==> config.mk <==
export PLATFORM = sky130hd
export DESIGN_NAME = m4ci_mac
export DESIGN_NICKNAME = d
export VERILOG_FILES = /design/src/rtl/core/m4ci_pkg.sv /design/src/rtl/core/m4ci_mac.sv
export SDC_FILE = /design/constraint.sdc
export NUM_CORES = 2
export LEC_CHECK = 0
export ABC_AREA = 1
export BUFFER_PORTS_ARGS = -buffer_cell sky130_fd_sc_hd__buf_2
export CAP_MARGIN = 30
export CORE_UTILIZATION = 50
export CTS_CLUSTER_SIZE = 30
export DETAILED_ROUTE_END_ITERATION = 8
export HOLD_SLACK_MARGIN = 0.03
export PLACE_DENSITY = 0.67
export SYNTH_ARGS = -nofsm -noshare
export SYNTH_HDL_FRONTEND = slang
export SYNTH_SLANG_ARGS = --single-unit
export TNS_END_PERCENT = 100
==> constraint.sdc <==
create_clock -name clk -period 11.1 [get_ports clk]
set_clock_uncertainty 0.05 [all_clocks]
set_input_delay 1.11 -clock clk [delete_from_list [all_inputs] [get_ports clk]]
set_output_delay 1.11 -clock clk [all_outputs]
set_load 0.01 [all_outputs]
==> src/rtl/core/m4ci_pkg.sv <==
// Shared types, constants and the cofactor term table of the 4x4 adjugate inverse core.
`default_nettype none
package m4ci_pkg;

  localparam int FRAC_BITS_DEF = 16;
  localparam int QBITS = 33;
  localparam int CW = 100;
  localparam int DW = 132;
  localparam int MW = 33;
  localparam int PW = 2 * MW;

  typedef enum logic [2:0] {
    ST_LOAD,
    ST_TERM,
    ST_DET,
    ST_DET_END,
    ST_DIV_START,
    ST_DIV_WAIT,
    ST_EMIT
  } state_t;

  typedef enum logic [1:0] {
    MAC_HOLD,
    MAC_CLR,
    MAC_ADD,
    MAC_SUB
  } mac_op_t;

  typedef struct packed {
    mac_op_t    op;
    logic [1:0] limb;
  } mac_ctrl_t;

  // Element index of factor j of term t of cofactor o.
  function automatic logic [3:0] cof_idx(input logic [3:0] o, input logic [2:0] t,
                                         input logic [1:0] j);
    logic [71:0] row;
    logic [4:0]  pos;
    logic [4:0]  sel;
    unique case (o)
      4'd0:  row = 72'h5AF5BE96F97ED6BD7A;
      4'd1:  row = 72'h1AF1BE92F93ED2BD3A;
      4'd2:  row = 72'h16F17E52F53ED27D36;
      4'd3:  row = 72'h16B17A52B53A927936;
      4'd4:  row = 72'h4AF4BE86F87EC6BC7A;
      4'd5:  row = 72'h0AF0BE82F83EC2BC3A;
      4'd6:  row = 72'h06F07E42F43EC27C36;
      4'd7:  row = 72'h06B07A42B43A827836;
      4'd8:  row = 72'h49F4BD85F87DC5BC79;
      4'd9:  row = 72'h09F0BD81F83DC1BC39;
      4'd10: row = 72'h05F07D41F43DC17C35;
      4'd11: row = 72'h05B07941B439817835;
      4'd12: row = 72'h49E4AD85E86DC5AC69;
      4'd13: row = 72'h09E0AD81E82DC1AC29;
      4'd14: row = 72'h05E06D41E42DC16C25;
      4'd15: row = 72'h05A06941A429816825;
      default: row = '0;
    endcase
    pos = 5'(t) * 5'd3 + 5'(j);
    sel = 5'd17 - pos;
    if (pos > 5'd17) begin
      return 4'd0;
    end
    return row[{sel, 2'b00} +: 4];
  endfunction

  // Term t of cofactor o is subtracted when this is true.
  function automatic logic term_neg(input logic [3:0] o, input logic [2:0] t);
    logic base;
    base = (t == 3'd1) || (t == 3'd2) || (t == 3'd5);
    return base ^ o[2] ^ o[0];
  endfunction

endpackage
`default_nettype wire

==> src/rtl/core/m4ci_mac.sv <==
// Shared 33x33 signed multiplier with a limb-shifted wide accumulator.
`default_nettype none
module m4ci_mac #(
  parameter int AW = m4ci_pkg::DW
) (
  input  wire logic                          clk,
  input  wire logic signed [m4ci_pkg::MW-1:0] x,
  input  wire logic signed [m4ci_pkg::MW-1:0] y,
  input  wire m4ci_pkg::mac_ctrl_t           ctrl,
  output logic signed [m4ci_pkg::PW-1:0]     prod,
  output logic [AW-1:0]                      acc
);
  import m4ci_pkg::*;

  logic signed [PW-1:0] prod_r;
  logic [AW-1:0]        acc_r;
  logic [AW-1:0]        addend;

  always_comb begin
    addend = {{(AW-PW){prod_r[PW-1]}}, prod_r};
    addend = addend << {ctrl.limb, 5'b00000};
  end

  always_ff @(posedge clk) begin
    prod_r <= x * y;
    unique case (ctrl.op)
      MAC_HOLD: acc_r <= acc_r;
      MAC_CLR:  acc_r <= '0;
      MAC_ADD:  acc_r <= acc_r + addend;
      MAC_SUB:  acc_r <= acc_r - addend;
      default:  acc_r <= acc_r;
    endcase
  end

  assign prod = prod_r;
  assign acc  = acc_r;

endmodule
`default_nettype wire

==> impl_metrics.yaml <==
worst_setup_path:
  end_kind: "register"
  critPathMaxFanout: 33
  cp_slowest_stage_delay_ns: 1.03
  reg2reg_depth: 21
  worstSetupPathType: "in2reg"
  crit_start: "y[0]"
  worstSetupEndpoint: "prod[59]$_DFF_P_"
  slowest_stage: "a221oi_1"
  cp_common_cell: "fa_1"
  rr_endpoint: "acc[129]$_SDFFCE_PN0P_"
  cp_cell_sequence: "buf_2 > nand2_1 > inv_1 > fa_1 > fa_1 > fa_1 > inv_1 > fa_1 > buf_4 > inv_1 > fa_1 > fa_1 > fa_1 > inv_1 > fa_1 > inv_1 > ha_1 > nand2_1 > inv_1 > a21oi_1 > nand2_1 > a221oi_1 > o211ai_1 > xor2_1"
  start_kind: "input pin"
  reg2reg_setup_slack_ns: 4.01
  crit_required_ns: 11.45
  reg2reg_from: "prod[65]$_DFF_P_"
  cp.arrival_ns: 10.77
outcome:
  status: "completed"
layout:
  syn2layout_area_growth_pct: 4.62
  layout_common_cells: "2285 x inv_1, 2247 x nand2_1, 1146 x fa_1, 894 x nor2_1, 461 x a21oi_1"
  multi_input_area_um2: 48700
  drive_gt1_frac: 0.0476
  fin_util: 0.530
  regArea_um2: 5290
  final.fill_count: 12700
  mostFrequentLayoutCell: "inv_1"
  final_net_count: 10600
  fin_cells: 10700
floorplan:
  die_w_um: 360
  io_pins: 269
  die-area_um2: 129000
  row_count: 130
  coreArea_um2: 126000
  chipHeight_um: 360
  initial_utilization: 0.507
logic_synthesis:
  synth_area_um2: 64000
  synthFlopType: "edfxtp_1"
  ys_types: 55
  synth_edf_count: 132
  ys.warnings.count: 0
  synth-seq-cells: 198
  async_flop_share: 0
  ys_seq_area_frac: 0.0826
  avgSynthCellArea_um2: 7.06
  syn_inst: 9073
  syn_nets: 10600
route:
  drt-total-wl_um: 272000
  vias: 60700
  drt_iter0_markers: 6880
  wire_per_inst_um: 25.3
  drc_errors: 0
  ant_nets: 0
  drt-vias-per-instance: 5.65
  drt_pre_antenna_iters: 6
place:
  hpwl_um: 236000
  placed_cells: 10700
  port_buffers: 268
  gp_congestion: 1.14
timing:
  hold_viol: 0
  rsz0062_at_grt: "no"
  period_needed_ns: 10.43
  worst_slew_pin_slew_ns: 1.17
  drv_slew: 0
  finalHoldWorstSlack_ns: 0.740
  post-route-period-util: 0.939
  fin_setup_tns_ns: 0
  slew-limit-headroom: 0.221
  setup_viol: 0
  fmax_ghz: 0.0959
clock_network:
  htree_levels: 4
  cts_root_buf: "clkbuf_16"
  cts_resized: 0
  clk_latency_ns: 0.56
  post_cts_buffers: 0
  path_clk_slew_ns: 0.09
  cts.sinks: 198
  cts_tree: "yes"
  numCtsBuffers: 17
  hold_buffers: 0
  clockBufferDepth: 2
global_routing:
  grt_max_degree: 98
  antenna_found_initial: 16
  overflow: 0
  track_usage: 0.426
  grt_pass1_wl_um: 402000
  grt_pass1_vias: 61800
flow_run:
  max-cap-violations: 0
min_path:
  hp-class: "reg2reg"
state kept, by name, indices dropped and copies added (netlist names):
| signal | flops |
|---|---|
| acc | 132 |
| prod | 66 |
cells in the mapped netlist (all sizes together) (5+ instances only):
cell type	n	area, um^2
o211ai	17	128
inv	2289	8600
nand4	45	297
nand3	263	1410
nor3	60	305
dfxtp	66	1320
a21boi	9	67.6
or2	14	87.6
o21bai	26	195
nand3b	14	121
edfxtp	132	3960
a31oi	16	100
ha	349	4370
and3	5	31.3
fa	1146	22900
a21oi	461	2310
clkbuf	288	1080
o21a	53	398
o21ai	333	1680
nor2	926	3620
nand2	2263	8540
xor2	129	1130
and2	6	37.5
a21o	25	188
buf	44	324
nor4	13	81.3
o31ai	5	37.5
xnor2	64	561
area by class of cell:
| cell class | count | area share |
|---|---|---|
| tap | 1650 | 0.0308 |
| inverter | 2290 | 0.128 |
| timing repair buffer | 310 | 0.0248 |
| sequential | 198 | 0.0789 |
| clock inverter | 15 | 0.00262 |
| clock buffer | 17 | 0.00635 |
| antenna | 10 | 0.000374 |
| multi-input combinational | 6253 | 0.728 |
worst max-delay path: cells and delay by family:
kind	cells	cell delay, ns
AO/OA/AOI/OAI	3	2.00
XOR/XNOR	1	0.30
adder cells (fa/ha/maj)	9	5.09
buffers and inverters	8	1.61
AND/OR/NAND/NOR	3	0.60
worst min-delay path by stage:
stage / end / startpoint / slack, ns / cells after the start
2_1_floorplan: acc[1]$_SDFFCE_PN0P_ / acc[1]$_SDFFCE_PN0P_ / 0.74 / 3
3_3_place_gp: acc[1]$_SDFFCE_PN0P_ / acc[1]$_SDFFCE_PN0P_ / 0.72 / 3
3_5_place_dp: acc[1]$_SDFFCE_PN0P_ / acc[1]$_SDFFCE_PN0P_ / 0.74 / 3
4_1_cts: acc[0]$_SDFFCE_PN0P_ / acc[0]$_SDFFCE_PN0P_ / 0.75 / 3
5_1_grt: acc[0]$_SDFFCE_PN0P_ / acc[0]$_SDFFCE_PN0P_ / 0.78 / 3
6_report: acc[1]$_SDFFCE_PN0P_ / acc[1]$_SDFFCE_PN0P_ / 0.74 / 3
per-layer routing:
metal | up-vias | share of wire | GRT usage
met1 | 29700 | 0.39 | 0.549
met4 | 11 | 0.068 | 0.236
met3 | 692 | 0.10 | 0.0852
li1 | 26800 | - | -
met2 | 3474 | 0.44 | 0.672
met5 | - | 0.00038 | 0
metrics by stage:
step,cell area [um^2],setup slack [ns]
4_1_cts,66900,0.807
2_1_floorplan,64000,2.72
3_3_place_gp,66300,0.260
6_report,67000,0.675
5_1_grt,67000,0.546
3_5_place_dp,66300,0.253
logic make-up after synthesis:
logic type / synth area share
AOI/OAI and AO/OA: 0.0809
xor gates and xnor gates: 0.0264
adders and majority gates: 0.427
buffers and inverters: 0.156
DFF: 0.0826
and+or+nand+nor: 0.227
Power is not shown: default switching activity piles up to over one toggle a cycle in this logic, so the estimate is an artifact.
