$ cat config.mk
export PLATFORM = sky130hd
export DESIGN_NAME = m4ci_div
export DESIGN_NICKNAME = d
export VERILOG_FILES = /design/src/rtl/core/m4ci_pkg.sv /design/src/rtl/core/m4ci_div.sv
export SDC_FILE = /design/constraint.sdc
export NUM_CORES = 1
export LEC_CHECK = 0
export BUFFER_PORTS_ARGS = -buffer_cell sky130_fd_sc_hd__buf_2
export CORE_MARGIN = 1.5
export CORE_UTILIZATION = 55
export DETAILED_ROUTE_END_ITERATION = 10
export GPL_TIMING_DRIVEN = 0
export PLACE_DENSITY = 0.75
export SLEW_MARGIN = 30
export SYNTH_ARGS = -nofsm -noshare
export SYNTH_HDL_FRONTEND = slang
export SYNTH_SLANG_ARGS = --single-unit
$ cat constraint.sdc
create_clock -name clk -period 16.57 [get_ports clk]
set_input_delay 3.314 -clock clk [delete_from_list [all_inputs] [get_ports clk]]
set_output_delay 3.314 -clock clk [all_outputs]
set_load 0.005 [all_outputs]
$ cat src/rtl/core/m4ci_pkg.sv
// Shared types, constants and the cofactor term table of the 4x4 adjugate inverse core.
`default_nettype none
package m4ci_pkg;

  localparam int FRAC_BITS_DEF = 16;
  localparam int QBITS = 33;
  localparam int CW = 100;
  localparam int DW = 132;
  localparam int MW = 33;
  localparam int PW = 2 * MW;

  typedef enum logic [2:0] {
    ST_LOAD,
    ST_TERM,
    ST_DET,
    ST_DET_END,
    ST_DIV_START,
    ST_DIV_WAIT,
    ST_EMIT
  } state_t;

  typedef enum logic [1:0] {
    MAC_HOLD,
    MAC_CLR,
    MAC_ADD,
    MAC_SUB
  } mac_op_t;

  typedef struct packed {
    mac_op_t    op;
    logic [1:0] limb;
  } mac_ctrl_t;

  // Element index of factor j of term t of cofactor o.
  function automatic logic [3:0] cof_idx(input logic [3:0] o, input logic [2:0] t,
                                         input logic [1:0] j);
    logic [71:0] row;
    logic [4:0]  pos;
    logic [4:0]  sel;
    unique case (o)
      4'd0:  row = 72'h5AF5BE96F97ED6BD7A;
      4'd1:  row = 72'h1AF1BE92F93ED2BD3A;
      4'd2:  row = 72'h16F17E52F53ED27D36;
      4'd3:  row = 72'h16B17A52B53A927936;
      4'd4:  row = 72'h4AF4BE86F87EC6BC7A;
      4'd5:  row = 72'h0AF0BE82F83EC2BC3A;
      4'd6:  row = 72'h06F07E42F43EC27C36;
      4'd7:  row = 72'h06B07A42B43A827836;
      4'd8:  row = 72'h49F4BD85F87DC5BC79;
      4'd9:  row = 72'h09F0BD81F83DC1BC39;
      4'd10: row = 72'h05F07D41F43DC17C35;
      4'd11: row = 72'h05B07941B439817835;
      4'd12: row = 72'h49E4AD85E86DC5AC69;
      4'd13: row = 72'h09E0AD81E82DC1AC29;
      4'd14: row = 72'h05E06D41E42DC16C25;
      4'd15: row = 72'h05A06941A429816825;
      default: row = '0;
    endcase
    pos = 5'(t) * 5'd3 + 5'(j);
    sel = 5'd17 - pos;
    if (pos > 5'd17) begin
      return 4'd0;
    end
    return row[{sel, 2'b00} +: 4];
  endfunction

  // Term t of cofactor o is subtracted when this is true.
  function automatic logic term_neg(input logic [3:0] o, input logic [2:0] t);
    logic base;
    base = (t == 3'd1) || (t == 3'd2) || (t == 3'd5);
    return base ^ o[2] ^ o[0];
  endfunction

endpackage
`default_nettype wire

$ cat src/rtl/core/m4ci_div.sv
// Restoring divider, one quotient bit per cycle, with truncation and 32-bit saturation.
`default_nettype none
module m4ci_div #(
  parameter int NW = m4ci_pkg::CW + 2 * m4ci_pkg::FRAC_BITS_DEF
) (
  input  wire logic                       clk,
  input  wire logic                       rst_n,
  input  wire logic                       start,
  input  wire logic signed [NW-1:0]       num,
  input  wire logic [m4ci_pkg::DW-1:0]    dabs,
  input  wire logic                       dneg,
  output logic                            done,
  output logic [31:0]                     quot,
  output logic                            sat
);
  import m4ci_pkg::*;

  localparam int RW = ((NW > DW + QBITS) ? NW : DW + QBITS) + 1;
  localparam logic [5:0] CNT_FIRST = 6'(QBITS + 1);

  logic [RW-1:0]    n_r, ds_r;
  logic [QBITS-1:0] q_r;
  logic             neg_r, busy_r, done_r, sat_r;
  logic [5:0]       cnt_r;
  logic [31:0]      quot_r;
  logic             ge;
  logic [QBITS-1:0] qf;
  logic [NW-1:0]    nabs;
  logic             fsat;
  logic [31:0]      fval;

  assign ge   = n_r >= ds_r;
  assign qf   = {q_r[QBITS-2:0], ge};
  assign nabs = num[NW-1] ? (NW'(0) - num) : num;

  // Final quotient with saturation; the first-step overflow case forces saturation.
  always_comb begin
    if (cnt_r == CNT_FIRST) begin
      fsat = 1'b1;
      fval = neg_r ? 32'h8000_0000 : 32'h7FFF_FFFF;
    end else if (!neg_r) begin
      fsat = qf[32] | qf[31];
      fval = fsat ? 32'h7FFF_FFFF : qf[31:0];
    end else begin
      fsat = qf[32] | (qf[31] & (|qf[30:0]));
      fval = fsat ? 32'h8000_0000 : (32'd0 - qf[31:0]);
    end
  end

  always_ff @(posedge clk) begin
    if (!rst_n) begin
      busy_r <= 1'b0;
      done_r <= 1'b0;
      cnt_r  <= '0;
    end else begin
      done_r <= 1'b0;
      if (start) begin
        busy_r <= 1'b1;
        cnt_r  <= CNT_FIRST;
        n_r    <= RW'(nabs);
        ds_r   <= RW'(dabs) << QBITS;
        neg_r  <= num[NW-1] ^ dneg;
        q_r    <= '0;
      end else if (busy_r) begin
        if ((cnt_r == CNT_FIRST && ge) || cnt_r == 6'd1) begin
          busy_r <= 1'b0;
          done_r <= 1'b1;
          quot_r <= fval;
          sat_r  <= fsat;
        end else begin
          if (ge && cnt_r != CNT_FIRST) begin
            n_r <= n_r - ds_r;
          end
          if (cnt_r != CNT_FIRST) begin
            q_r <= qf;
          end
          ds_r  <= ds_r >> 1;
          cnt_r <= cnt_r - 6'd1;
        end
      end
    end
  end

  assign done = done_r;
  assign quot = quot_r;
  assign sat  = sat_r;

endmodule
`default_nettype wire

==> impl_metrics.ini <==
[critical_path]
crit_arrival_ns = 7.69
critPathKind = primary input to register
required_ns = 16.90
path_max_fanout = 5
cp-end-kind = register
start_kind = primary input

[power]
p_leak_nw = 14.0
internal-power_w = 0.00228
irDropWorstVdd_mv = 0.0908
power_frac_clock_pct = 30.8
power.share.sequential_pct = 35.8
power_density_mw_per_mm2 = 98.2
swShare_pct = 36.3
power.switching_w = 0.00130
comb_power_share_pct = 33.4

[die]
dieArea_mm2 = 0.0596
die_w_um = 244
core_area_mm2 = 0.0576
row_count = 88
pin_count = 302
fp.dieH_um = 244
start_util_pct = 55.5

[synthesis]
synth_nets = 4297
yosysUniqueCellTypes = 77
ys_ff_latch = 405
postSynthAreaPerCell_um2 = 8.29
synth_edf_count = 397
ys.flop_type = edfxtp_1
synthArstFlopShare_pct = 0
syn-instance-count = 3857
syn-cell-area_mm2 = 0.0320
synth_seq_area_share_pct = 37.8
synth_warnings = 0

[global_route]
grt_pass1_wl_um = 173000
grt_usage_pct = 38.1
grt_max_degree = 47
antenna_found_initial = 11
gr-total-overflow = 0
grt_pass1_vias = 29158

[timing]
fin_crit_sh_pct = 44.5
worst_clock_skew_ns = 0.0150
final-setup-viol-count = 0
worst_pin_slew_ns = 1.19
slew_headroom_pct = 20.4
drv_slew = 0
min_period_ns = 7.37
rsz0062_at_grt = no
max_freq_mhz = 136
whs_ns = 0.470
fin_setup_tns_ns = 0
final_hold_viol_count = 0

[cts]
insertion_delay_ns = 0.63
cts_setup_buffers = 0
cts_hold_buf = 0
clkSlewWorstSetupHoldPaths_ns = 0.06
cts_resized = 0
root_buffer = clkbuf_16
clk_path_buf_depth = 3
cts_made_buffers = 47
htreeDepth = 2
clock_sinks = 405
cts_tree = built

[worst_hold_path]
worst_hold_path_type = register to register

[placement]
dp_hpwl_um = 92300
place_area_mm2 = 0.0347
gp_congestion = 1.04
port_buffers = 300

[detailed_routing]
drt_first_iter_violations = 3565
vias = 31499
vias_per_cell = 6.26
route.antenna.remaining_nets = 0
drc = 0
wl_per_cell_um = 23.2
firstDrtPassIters = 6
drt-total-wl_um = 116000

[layout]
layout_common_cells = nand2_1, o21ai_0, edfxtp_1
final_common_cell = nand2_1
drive_above_1_share_pct = 10.6
fin_util_pct = 63.1
design_area_mm2 = 0.0364
area_delta_synth_final_pct = 13.7
nNetsFinal = 4662

[job]
max_cap_viol_count = 0

[status]
status = complete, no violations
-- per-stage QoR --
step,std cells,power [W],setup slack (ns)
5_1_grt,5027,0.00372,9.05
3_3_place_gp,4922,0.00244,4.55
2_1_floorplan,3857,0.00209,8.18
3_5_place_dp,4938,0.00245,8.68
4_1_cts,5023,0.00354,9.30
6_report,5030,0.00357,9.20
-- cells by family after synthesis --
group	after synthesis	share of synthesized area (%)
muxes	14	0.450
xor gates and xnor gates	284	7.78
DFF	405	37.8
AOI/OAI and AO/OA	1189	21.9
and+or+nand+nor	1325	19.8
adders and majority gates	172	6.76
buffers and inverters	468	5.50
-- final timing paths --
path / startpoint / to / slack, ns / depth (start not counted)
worst min-delay path: cnt_r[4]$_SDFFE_PN0P_ / cnt_r[4]$_SDFFE_PN0P_ / 0.47 / 2
worst max-delay path: num[40] / n_r[130]$_DFFE_PP_ / 9.20 / 13
worst max register to register: ds_r[59]$_DFFE_PP_ / quot[15]$_DFFE_PP_ / 9.61 / 22
worst min register to register: cnt_r[4]$_SDFFE_PN0P_ / cnt_r[4]$_SDFFE_PN0P_ / 0.47 / 2
-- layer usage --
layer  track usage (%)  wire, um  vias to the layer above
met5                 0        39                        -
met2              59.9     51400                     1675
met3              6.45     11200                      309
li1                  -         -                    14648
met4              16.7      5870                        6
met1              51.6     47900                    14861
-- final cells by class --
cell class	instances	area (um^2)
Sequential cell	405	12100
Antenna cell	7	17.5
Inverter	257	965
Fill cell	5092	21200
Multi-Input combinational cell	2984	18200
Tap cell	765	957
Buffer	211	805
Clock inverter	36	399
Timing Repair Buffer	316	1760
Clock buffer	49	1180
-- worst max-delay path: stages --
cell	delay (ns)
buf_2	0.14
or4_4	0.57
or4b_1	0.51
or2_4	0.28
or3_4	0.38
or3_1	0.45
or3_1	0.46
nand4b_4	0.30
or2_1	0.34
or3_1	0.40
o21ai_1	0.18
xor2_1	0.25
a21oi_1	0.11
-- state kept, by name, summed over array words and instances, names as in the netlist --
signal,flops
n_r,166
ds_r,165
q_r,32
quot,32
cnt_r,6
busy_r,1
done,1
neg_r,1
sat,1
-- cells in the mapped netlist, types with 9 or more instances --
cell type	number	area share, %
mux2i_1	11	0.34
o41ai_1	20	0.55
nand4_1	109	2.1
nand2_1	504	5.9
o31ai_1	44	1.0
ha_1	171	6.7
a31oi_1	19	0.37
inv_1	257	3.0
or4_1	30	0.70
o21ai_0	447	7.0
xnor2_1	193	5.3
o21bai_1	58	1.4
nor4_1	23	0.45
o21a_1	33	0.78
a211oi_1	19	0.45
buf_1	14	0.16
a21o_1	59	1.4
nor2_1	287	3.4
a21boi_0	22	0.52
nand3_1	44	0.69
edfxtp_1	397	37
nor2b_1	55	1.1
or2_2	19	0.37
xor2_1	91	2.5
and4_1	11	0.30
clkbuf_1	196	2.3
a221oi_1	9	0.25
a21oi_1	365	5.7
o211ai_1	24	0.56
nand2b_1	48	0.94
and3_1	10	0.20
and2_1	16	0.31
nor3_1	75	1.2
or3_1	51	1.0
nand3b_1	12	0.28
-- power groups by stage --
stage,logic (W),registers (W),clock network (W)
2_1_floorplan,0.000786,0.00130,0
3_3_place_gp,0.00113,0.00131,0
3_5_place_dp,0.00115,0.00130,0
4_1_cts,0.00116,0.00128,0.00110
5_1_grt,0.00129,0.00129,0.00114
6_report,0.00119,0.00128,0.00110
(Power assumes the default switching activity.)
